$ cat src/hdl/bsre_pkg.sv
`default_nettype none
// ----------------------------------------------------------------------------
// bsre_pkg
// Types and constants shared by the scanline run-length encoder.
// ----------------------------------------------------------------------------
package bsre_pkg;

  // kind of the open run
  localparam logic [1:0] KIND_NONE = 2'd0;
  localparam logic [1:0] KIND_ZERO = 2'd1;
  localparam logic [1:0] KIND_ONES = 2'd2;
  localparam logic [1:0] KIND_LIT  = 2'd3;

  // byte values and limits of the code
  localparam logic [7:0] BYTE_ZERO = 8'h00;
  localparam logic [7:0] BYTE_ONES = 8'hFF;
  localparam logic [7:0] CODE_MARK = 8'h80;
  localparam logic [6:0] SOLID_MAX = 7'd127;

  // input beat: one raw byte of a scanline
  typedef struct packed {
    logic [7:0] data_byte;
    logic       line_end;
  } pix_beat_t;

  // output beat: one byte of the coded scanline
  typedef struct packed {
    logic [7:0] code_byte;
    logic       last;
  } rle_beat_t;

endpackage : bsre_pkg
`default_nettype wire

$ cat src/hdl/bitmap_scanline_rle_encoder.sv
`default_nettype none
// ----------------------------------------------------------------------------
// bitmap_scanline_rle_encoder
// Run-length coder for the bytes of a monochrome scanline.
// ----------------------------------------------------------------------------
// Takes one scanline byte per beat and codes runs of 0x00 as a count byte,
// runs of 0xFF as 128 plus the count, and runs of other bytes as 128, the
// count and the bytes themselves. Solid runs split at 127, literal runs at
// LITERAL_MAX, and no run crosses a line end. A byte that closes no run is
// taken at once while the coder is idle; a byte that closes runs holds the
// input while the single emit sequencer codes them, walking the literal
// store one entry per cycle through its registered read port as long as
// the output is not stalled by back-pressure. The literal store has no
// reset; only entries written for the open run are ever read.
module bitmap_scanline_rle_encoder
  import bsre_pkg::*;
#(
  parameter int LITERAL_MAX = 60
) (
  input  wire            clk,
  input  wire            rst,
  input  wire            pix_valid,
  output logic           pix_ready,
  input  wire pix_beat_t pix,
  output logic           rle_valid,
  input  wire            rle_ready,
  output rle_beat_t      rle
);

  localparam int IW = (LITERAL_MAX > 1) ? $clog2(LITERAL_MAX) : 1;
  localparam logic [6:0] LIT_LIMIT = 7'(LITERAL_MAX);

  // sequencer states
  localparam logic ST_IDLE = 1'b0;
  localparam logic ST_EMIT = 1'b1;

  // phases of one run close
  localparam logic [1:0] PH_HEAD  = 2'd0;
  localparam logic [1:0] PH_COUNT = 2'd1;
  localparam logic [1:0] PH_DATA  = 2'd2;

  // literal store
  logic [7:0] lit_mem [LITERAL_MAX];
  logic [7:0] rd_data;

  // open run
  logic [1:0] run_kind, run_kind_next;
  logic [6:0] run_count, run_count_next;

  // run being coded and the one queued behind it
  logic       st, st_next;
  logic [1:0] ph, ph_next;
  logic [1:0] cur_kind, cur_kind_next;
  logic [6:0] cur_count, cur_count_next;
  logic       pend, pend_next;
  logic [1:0] pend_kind, pend_kind_next;
  logic [6:0] pend_count, pend_count_next;
  logic [IW-1:0] rd_idx, rd_idx_next;

  logic       pix_accept;
  logic [1:0] in_kind;
  logic       close_old, close_new;
  logic [6:0] base_count, new_count;
  logic       load, fin;
  logic [7:0] beat_val;

  assign pix_ready  = (st == ST_IDLE);
  assign pix_accept = pix_valid && pix_ready;

  // classify the incoming byte
  always_comb begin
    if (pix.data_byte == BYTE_ZERO) begin
      in_kind = KIND_ZERO;
    end else if (pix.data_byte == BYTE_ONES) begin
      in_kind = KIND_ONES;
    end else begin
      in_kind = KIND_LIT;
    end
  end

  // which runs this byte closes
  assign close_old  = (run_kind != KIND_NONE) && (run_kind != in_kind);
  assign base_count = close_old ? 7'd0 : run_count;
  assign new_count  = base_count + 7'd1;
  assign close_new  = pix.line_end ||
                      ((in_kind == KIND_LIT) ? (new_count >= LIT_LIMIT)
                                             : (new_count >= SOLID_MAX));

  // code byte of the current phase
  assign load = (st == ST_EMIT) && (!rle_valid || rle_ready);

  always_comb begin
    beat_val = BYTE_ZERO;
    fin      = 1'b1;
    case (cur_kind)
      KIND_ZERO: beat_val = {1'b0, cur_count};
      KIND_ONES: beat_val = {1'b1, cur_count};
      KIND_LIT: begin
        case (ph)
          PH_HEAD: begin
            beat_val = CODE_MARK;
            fin      = 1'b0;
          end
          PH_COUNT: begin
            beat_val = {1'b0, cur_count};
            fin      = 1'b0;
          end
          default: begin
            beat_val = rd_data;
            fin      = ({{(7 - IW){1'b0}}, rd_idx} + 7'd1) == cur_count;
          end
        endcase
      end
      default: beat_val = BYTE_ZERO;
    endcase
  end

  // sequencer next state
  always_comb begin
    st_next         = st;
    ph_next         = ph;
    cur_kind_next   = cur_kind;
    cur_count_next  = cur_count;
    pend_next       = pend;
    pend_kind_next  = pend_kind;
    pend_count_next = pend_count;
    rd_idx_next     = rd_idx;
    run_kind_next   = run_kind;
    run_count_next  = run_count;

    if (pix_accept) begin
      // fold the byte into the open run
      run_kind_next   = close_new ? KIND_NONE : in_kind;
      run_count_next  = close_new ? 7'd0 : new_count;
      ph_next         = PH_HEAD;
      rd_idx_next     = '0;
      if (close_old) begin
        st_next         = ST_EMIT;
        cur_kind_next   = run_kind;
        cur_count_next  = run_count;
        pend_next       = close_new;
        pend_kind_next  = in_kind;
        pend_count_next = new_count;
      end else if (close_new) begin
        st_next        = ST_EMIT;
        cur_kind_next  = in_kind;
        cur_count_next = new_count;
        pend_next      = 1'b0;
      end
    end else if (load) begin
      if (fin) begin
        ph_next     = PH_HEAD;
        rd_idx_next = '0;
        if (pend) begin
          cur_kind_next  = pend_kind;
          cur_count_next = pend_count;
          pend_next      = 1'b0;
        end else begin
          st_next = ST_IDLE;
        end
      end else begin
        case (ph)
          PH_HEAD:  ph_next = PH_COUNT;
          PH_COUNT: ph_next = PH_DATA;
          default:  rd_idx_next = rd_idx + IW'(1);
        endcase
      end
    end
  end

  // control registers
  always_ff @(posedge clk) begin
    if (rst) begin
      st        <= ST_IDLE;
      ph        <= PH_HEAD;
      pend      <= 1'b0;
      run_kind  <= KIND_NONE;
      run_count <= 7'd0;
      rd_idx    <= '0;
      cur_kind  <= KIND_NONE;
    end else begin
      st        <= st_next;
      ph        <= ph_next;
      pend      <= pend_next;
      run_kind  <= run_kind_next;
      run_count <= run_count_next;
      rd_idx    <= rd_idx_next;
      cur_kind  <= cur_kind_next;
    end
  end

  // payload of the queued closes
  always_ff @(posedge clk) begin
    cur_count  <= cur_count_next;
    pend_kind  <= pend_kind_next;
    pend_count <= pend_count_next;
  end

  // literal store: write on a literal byte, registered read of the next index
  always_ff @(posedge clk) begin
    if (pix_accept && (in_kind == KIND_LIT)) begin
      lit_mem[base_count[IW-1:0]] <= pix.data_byte;
    end
    rd_data <= lit_mem[rd_idx_next];
  end

  // output register
  always_ff @(posedge clk) begin
    if (rst) begin
      rle_valid <= 1'b0;
    end else if (load) begin
      rle_valid <= 1'b1;
    end else if (rle_ready) begin
      rle_valid <= 1'b0;
    end
  end

  always_ff @(posedge clk) begin
    if (load) begin
      rle.code_byte <= beat_val;
      rle.last      <= fin && !pend;
    end
  end

  // checks
  a_idle_no_pend: assert property (@(posedge clk) disable iff (rst)
    (st == ST_IDLE) |-> !pend)
    else $error("queued close left behind in idle");

  a_none_empty: assert property (@(posedge clk) disable iff (rst)
    (run_kind == KIND_NONE) |-> (run_count == 7'd0))
    else $error("count held with no open run");

  a_lit_bound: assert property (@(posedge clk) disable iff (rst)
    (run_kind == KIND_LIT) |-> (run_count != 7'd0) && (run_count < LIT_LIMIT))
    else $error("open literal run out of bounds");

  a_rd_bound: assert property (@(posedge clk) disable iff (rst)
    (st == ST_EMIT) && (cur_kind == KIND_LIT) && (ph == PH_DATA)
      |-> ({{(7 - IW){1'b0}}, rd_idx} < cur_count))
    else $error("literal read past the run");

  a_close_emits: assert property (@(posedge clk) disable iff (rst)
    pix_accept && (close_old || close_new) |=> (st == ST_EMIT))
    else $error("closed run not coded");

endmodule : bitmap_scanline_rle_encoder
`default_nettype wire

$ cat config.mk
export PLATFORM = sky130hd
export DESIGN_NAME = bitmap_scanline_rle_encoder
export DESIGN_NICKNAME = d
export VERILOG_FILES = /design/src/hdl/bsre_pkg.sv /design/src/hdl/bitmap_scanline_rle_encoder.sv
export SDC_FILE = /design/constraint.sdc
export NUM_CORES = 1
export LEC_CHECK = 0
export BUFFER_PORTS_ARGS = -buffer_cell sky130_fd_sc_hd__buf_4
export CELL_PAD_IN_SITES_DETAIL_PLACEMENT = 1
export CELL_PAD_IN_SITES_GLOBAL_PLACEMENT = 2
export CORE_MARGIN = 3
export CORE_UTILIZATION = 42
export DETAILED_ROUTE_END_ITERATION = 8
export HOLD_SLACK_MARGIN = 0.08
export PLACE_DENSITY = 0.82
export SYNTH_ARGS = -nofsm -noshare
export SYNTH_HDL_FRONTEND = slang
export SYNTH_SLANG_ARGS = --single-unit
$ cat constraint.sdc
create_clock -name clk -period 4 [get_ports clk]
set_input_delay 0.4 -clock clk [delete_from_list [all_inputs] [get_ports clk]]
set_output_delay 0.4 -clock clk [all_outputs]
set_load 0.03 [all_outputs]
==> results of run 1 <==
worst max-delay path by stage:
stage               cells after the start      start          end  slack (ns)
global placement                       18     pix[3]  cur_kind[1]       -0.15
detailed placement                     18     pix[3]  cur_kind[1]       -0.21
global route                           13  rd_idx[1]   rd_data[6]        0.01
CTS                                    13  rd_idx[1]   rd_data[6]       0.003
floorplan                              17     pix[3]  cur_kind[1]        0.02
finish                                 13  rd_idx[1]   rd_data[6]        0.17
cells in the mapped netlist, drive strengths merged (20+ instances only):
master,instances,share of area (%)
dfxtp,30,2.7
a31oi,20,0.57
a22o,20,0.80
o211a,24,1.1
a21oi,26,0.59
and3,23,0.68
mux4,31,3.2
nand3,130,3.0
nand2,173,3.0
mux2i,76,3.5
buf,59,1.8
clkbuf,29,0.50
nor2,111,1.9
edfxtp,505,69
o21ai,26,0.61
o22ai,26,0.74
worst reg2reg max path, cell delays in order (launching register included):
cell and delay, ns:
dfxtp_1 0.39, ha_2 0.31, xnor2_1 0.14, nand3_1 0.09, or4b_4 0.54, or2_4 0.31
o21ai_4 0.16, buf_12 0.23, buf_12 0.23, mux4_2 0.52, a22o_1 0.25, a21oi_1 0.20
nor2_1 0.10, a221o_1 0.27
metrics by stage:
step                      worst slack, ns  cells  hold slack (ns)  util [%]
after CTS                         0.00278   2363           0.0831      49.8
after global routing               0.0111   2364            0.117      50.1
after detailed placement           -0.214   2261            0.456      46.4
after global placement             -0.146   2261            0.457      46.4
final                               0.166   2364            0.110      50.1
after floorplan                    0.0207   1484            0.432         -
placed cells by master, fill, tap and decap left out, types with 26 or more instances in the layout:
cell       count
nand2_1      172
clkbuf_16     55
edfxtp_1     505
o22ai_1       26
mux2i_1       76
buf_4        168
mux4_2        31
nor2_1       107
dfxtp_1       29
a21oi_1       26
nand3_1      129
logic make-up after synthesis:
kind of cell | after synthesis
AOI/OAI and AO/OA | 216
DFF | 535
and+or+nand+nor | 484
muxes | 120
xor gates and xnor gates | 20
buffers and inverters | 105
adders and majority gates | 4
registers in the layout, summed over array words and instances, names as in the netlist:
| register | cells |
|---|---|
| pend | 1 |
| pend_count | 7 |
| rle | 9 |
| cur_count | 7 |
| pend_kind | 2 |
| run_count | 7 |
| rd_idx | 6 |
| run_kind | 2 |
| cur_kind | 2 |
| rle_valid | 1 |
| st | 1 |
| lit_mem | 480 |
| ph | 2 |
| rd_data | 8 |
routing by layer:
metal	share of wire [%]	track usage, %
met5	0	0
met4	4.0	8.59
met3	6.0	3.75
met2	49	36.9
met1	41	28.6
what timing repair did:
action | in CTS | in global routing
endpoints found under the hold margin | 1 | 0
resized for setup | 4 | 21
endpoints found under the setup margin | 4 | 8
pin swaps | 0 | 1
gates cloned | 0 | 1
hold buffers | 1 | 0
power by group:
group | switching, uW | internal, uW
clock | 2150 | 2830
sequential | 36.8 | 6170
combinational | 246 | 107
final cells by class:
| cell class | count | area (um^2) | area share, % |
|---|---|---|---|
| Clock inverter | 36 | 295 | 1.15 |
| Timing Repair Buffer | 186 | 1590 | 6.15 |
| Tap cell | 680 | 851 | 3.30 |
| Sequential cell | 535 | 15800 | 61.1 |
| Inverter | 17 | 63.8 | 0.247 |
| Clock buffer | 65 | 1440 | 5.60 |
| Multi-Input combinational cell | 845 | 5780 | 22.4 |
==> summary.txt, run 1 <==
Run status
  • Status: finished, final reports clean

Synth
  • EDFF count, synth: 505
  • Mapped Nets: 1501
  • Yosys Warn Count: 0
  • Post-Synth Simple-Gate Area: 9.94%
  • Post-synthesis mux area share: 7.31%
  • Post-Syn Area: 21900 um^2
  • Cell variety after synth: 68
  • XOR/XNOR Fraction of Synth Area: 0.798%
  • Adder-cell share of the synthesized area: 0.228%
  • Largest family of logic cells by synthesized area: simple AND/OR/NAND/NOR gates
  • Synth Area in Compound Gates: 7.31%
  • Synth Area per Inst: 14.8 um^2
  • FFs w/ async S/R, synth: 0%
  • Top_reg_cell synth: edfxtp_1
  • FF+latch count, synth: 535
  • Cell count after synthesis: 1484
  • Sequential area share after synthesis: 71.8%

Setup path
  • WP buf/inv: 2
  • Critical Path Max Stage Delay: 0.54 ns
  • Register-to-Register Path Depth: 13
  • Crit-path most repeated cell: buf_12
  • Crit path max-delay family: simple AND/OR/NAND/NOR gates
  • Crit end category: flop
  • Worst EP required: 4.49 ns
  • Reg2reg end: rd_data[6]
  • WP data arrival: 4.33 ns
  • CP cell instances: ha_2 > xnor2_1 > nand3_1 > or4b_4 > or2_4 > o21ai_4 > buf_12 > buf_12 > mux4_2 > a22o_1 > a21oi_1 > nor2_1 > a221o_1
  • R2r setup slk: 0.17 ns
  • Critical Path Fanout Max: 30
  • Setup CP Type: flop to flop
  • Slowest CP cell: or4b_4
  • CP Launch Type: flop
  • Worst flop-to-flop path startpoint: rd_idx[1]

Global routing
  • Number of global-route vias before repair: 14316
  • Initial antenna violation count: 0
  • First-pass GRT wire length: 89700 um
  • Total gr overflow: 0
  • Largest net degree at the start of global routing: 66
  • Total GRT Usage: 22.0%

Hold path
  • Hold Path End: rle_valid
  • Hold depth: 2
  • Worst hold path startpoint: rst
  • Worst hold path class: primary input to flop

Final layout
  • Fillers: 5082
  • Area grow syn2layout: 17.5%
  • Share of layout cells above drive strength 1: 19.9%
  • Diodes inserted: 0
  • Nets@finish: 1656
  • Fin area: 25800 um^2

Die
  • Core Footprint: 51500 um^2
  • Initial Util: 42.6%
  • Die Span Y: 235 um
  • Die extent in x: 235 um
  • Ports: 24
  • Standard-cell row count: 83
  • Die area: 55000 um^2

Place
  • I/O Buffers: 23
  • GPL Wtd Cong: 0.891
  • DPL Wire Length: 39300 um
  • Placed cell area: 23900 um^2

Route
  • Vias post-DR: 13673
  • Routed WL: 60800 um
  • Initial DRC Count: 1139
  • DR pass1 iterations: 5
  • Final ANT Viol Nets: 0
  • Vias per std cell: 5.78
  • DRC violations left: 0
  • Wire per inst: 25.7 um

Timing
  • Final setup viols: 0
  • Actual slew at the worst max-slew pin: 0.885 ns
  • Crit path time final: 3.83 ns
  • Fin. Hold Viols: 0
  • TNS Setup: 0 ns
  • F_max: 261 MHz
  • Clk_skew: 0.0174 ns
  • Worst rel slew slack: 41.0%
  • Final worst path period share: 95.9%
  • Slew Limit Fails: 0
  • RSZ-0062 raised after global routing: false

Pwr
  • Worst vdd ir: 0.000304 V
  • Tot Pwr: 11500 uW
  • Cell Pwr Density: 448 nW/um^2
  • Leakage: 0.00863 uW

CTS
  • CTS tree: built
  • Post-CTS Setup Repair Bufs: 0
  • H-tree levels: 2
  • Clk sinks: 535
  • Clk buf depth: 3
  • Root buf cell: clkbuf_16
  • TritonCTS Buffers: 54
  • Worst skew pair latency: 0.61 ns
  • Clk slew on worst S/H paths: 0.06 ns

Run
  • Max-cap violations: 0
Power figures use the tool's default switching activity.
==> run 2: changes to the inputs <==
Settings changed: CELL_PAD_IN_SITES_GLOBAL_PLACEMENT 2 to 1, CORE_UTILIZATION 42 to 38, PLACE_DENSITY 0.82 to 0.69, REMOVE_ABC_BUFFERS from default to 1.
==> summary.txt, run 2 (same netlist as run 1, synthesis figures left out) <==
Final layout
  • Most common cell after layout, fill and taps aside: edfxtp_1
  • Fin area: 25900 um^2 (+0.49%)
  • Area grow syn2layout: 18.1%
  • Share of layout cells above drive strength 1: 19.8% (-0.14 points)
  • Nets@finish: 1672 (+0.97%)
  • Commonest non-fill, non-tap cells in the layout: 505 x edfxtp_1, 188 x buf_4, 173 x nand2_1, 129 x nand3_1, 109 x nor2_1
  • Diodes inserted: 0 (unchanged)
  • Number of flip-flops in the largest register: 480 (unchanged)
  • Fin cells: 2452 (+3.7%)

Pwr
  • Leakage: 0.00867 uW (+0.42%)
  • Cell Int Power: 9240 uW (+1.4%)
  • Net Sw Power: 2450 uW (+0.54%)
  • Sequential share of power: 53.1% (-0.7 points)
  • Cell Pwr Density: 451 nW/um^2 (+0.71%)
  • Combinational Power Share: 3.1% (about the same)
  • Worst vdd ir: 0.000326 V (+7.2%)
  • Net Sw Frac: 20.9% (-0.14 points)
  • Tot Pwr: 11700 uW (+1.2%)
  • Clk network pwr share: 43.8% (+0.6 points)

Place
  • Post-Place Cells: 2338 (+3.4%)
  • DPL Wire Length: 38700 um (-1.4%)
  • I/O Buffers: 23 (unchanged)
  • Placed cell area: 23900 um^2 (+0.12%)
  • Pre-CTS WS: -0.105 ns (+0.109 ns)
  • GPL Wtd Cong: 0.829 (-6.9%)

Global routing
  • Initial antenna violation count: 0 (unchanged)
  • Total gr overflow: 0 (unchanged)
  • Number of global-route vias before repair: 14283 (-0.23%)
  • Largest net degree at the start of global routing: 61 (-7.6%)
  • First-pass GRT wire length: 90900 um (+1.3%)
  • Total GRT Usage: 19.9% (-2.1 points)

Die
  • Standard-cell row count: 87 (+4.8%)
  • Die extent in x: 246 um (+5.0%)
  • Initial Util: 38.7% (-3.9 points)
  • Ports: 24 (unchanged)
  • Die area: 60700 um^2 (+10%)
  • Core Footprint: 56700 um^2 (+10%)
  • Die Span Y: 246 um (+5.0%)

Timing
  • Crit path time final: 3.92 ns (+0.0860 ns)
  • Fin. Hold Viols: 0 (unchanged)
  • Worst hold slack: 0.130 ns (+0.0202 ns)
  • Actual slew at the worst max-slew pin: 0.918 ns (+0.0326 ns)
  • Final worst path period share: 98.0% (+2.1 points)
  • Clk_skew: 0.0188 ns (+0.00137 ns)
  • Final setup viols: 0 (unchanged)
  • Setup WS post-layout: 0.0796 ns (-0.0860 ns)
  • Worst rel slew slack: 38.6% (-2.4 points)
  • Slew Limit Fails: 0 (unchanged)
  • F_max: 255 MHz (-2.2%)

Route
  • Highest metal used: met4
  • Met3 wire len: 3380 um (-7.4%)
  • Vias post-DR: 13792 (+0.87%)
  • Routed WL: 60800 um (about the same)
  • Wire per inst: 24.8 um (-3.5%)
  • DRC violations left: 0 (unchanged)
  • Vias per std cell: 5.62 (-2.7%)
  • M1 wire length: 26600 um (+7.1%)
  • Final ANT Viol Nets: 0 (unchanged)
  • WL met2: 28900 um (-3.3%)
  • Initial DRC Count: 1185 (+4.0%)
  • DR pass1 iterations: 7 (+2)

Hold path
  • Worst hold path class: primary input to flop
  • Worst hold path startpoint: pix_valid
  • Hold depth: 3 (+1)
  • Hold Path End: st

Setup path
  • Crit end category: flop
  • CP Launch Type: flop
  • R2r setup slk: 0.08 ns (-0.09 ns)
  • Reg2reg end: rd_data[4]
  • Worst flop-to-flop path startpoint: rd_idx[1]
  • WP data arrival: 4.39 ns (+0.06 ns)
  • Critical Path Fanout Max: 17 (-43%)
  • Setup CP Type: flop to flop
  • Register-to-Register Path Depth: 13 (unchanged)
  • Worst EP required: 4.47 ns (-0.02 ns)

CTS
  • Clk slew on worst S/H paths: 0.06 ns (about the same)
  • H-tree levels: 2 (unchanged)
  • TritonCTS Buffers: 56 (+3.7%)
  • Clk buf depth: 3 (unchanged)
  • CTS tree: built
  • Worst skew pair latency: 0.62 ns (about the same)
  • Clk sinks: 535 (unchanged)
  • Root buf cell: clkbuf_16

Run
  • Max-cap violations: 0 (unchanged)

Run status
  • Status: finished, final reports clean
[run 2: cell count changes in the layout (fill, tap and decap cells not counted), sizes merged]
cell,change
clkinv,-8
clkbuf,+6
inv,-2
a22o,-1
clkinvlp,+2
a41o,+1
bufinv,+1
buf,+13
[run 2: what timing repair did]
item                                    4_1_cts  5_1_grt
resized for setup                             4        9
hold buffers                                  1        0
buffers inserted                              0       12
endpoints found under the hold margin         1        0
pin swaps                                     0        2
gates cloned                                  0        2
endpoints found under the setup margin        6        8
[run 2: how the worst max path moves through the flow]
stage	startpoint	to	slack, ns	cells past startpoint
floorplan	rd_idx[0]	rd_data[6]	-3.28	11
global placement	pix[5]	cur_count[6]	0.05	16
detailed placement	rd_idx[1]	rd_data[1]	-0.11	12
CTS	rd_idx[1]	rd_data[3]	0.005	12
global route	rd_idx[1]	rd_data[4]	-0.10	13
finish	rd_idx[1]	rd_data[4]	0.08	13
[run 2: power groups by stage]
stage	combinational [uW]	sequential [uW]	clock, uW
finish	363	6200	5120
global route	392	6200	5430
CTS	362	6200	5210
detailed placement	360	6320	0
global placement	345	6320	0
floorplan	108	6320	0
[run 2: per-layer routing]
metal,up-vias,track usage [%]
met5,-,0
met4,0,6.41
met3,107,3.37
met2,399,32.5
met1,7200,27.2
li1,6086,-
[run 2: layout make-up]
| cell class | instances | area (um^2) |
|---|---|---|
| Fill cell | 5628 | 30800 |
| Multi-Input combinational cell | 845 | 5720 |
| Clock buffer | 70 | 1500 |
| Inverter | 17 | 63.8 |
| Clock inverter | 29 | 283 |
| Timing Repair Buffer | 200 | 1630 |
| Sequential cell | 535 | 15800 |
| Tap cell | 756 | 946 |
[run 2: metrics by stage]
stage                     TNS, ns  utilization, %
after floorplan            -32.00               -
after CTS                       0            45.4
after global placement          0            42.2
after detailed placement   -0.365            42.2
after global routing       -0.104            45.7
final                           0            45.7
[run 2: critical path, stage by stage, from the launching register on]
cell and delay [ns]:
dfxtp_1 0.39, ha_2 0.26, nand3_1 0.18, o21ai_1 0.19, or4b_4 0.48, or2_4 0.34
o21ai_4 0.18, buf_12 0.15, buf_12 0.19, mux4_2 0.53, nand2_1 0.10, nand3_1 0.18
a211oi_1 0.40, o221ai_1 0.18
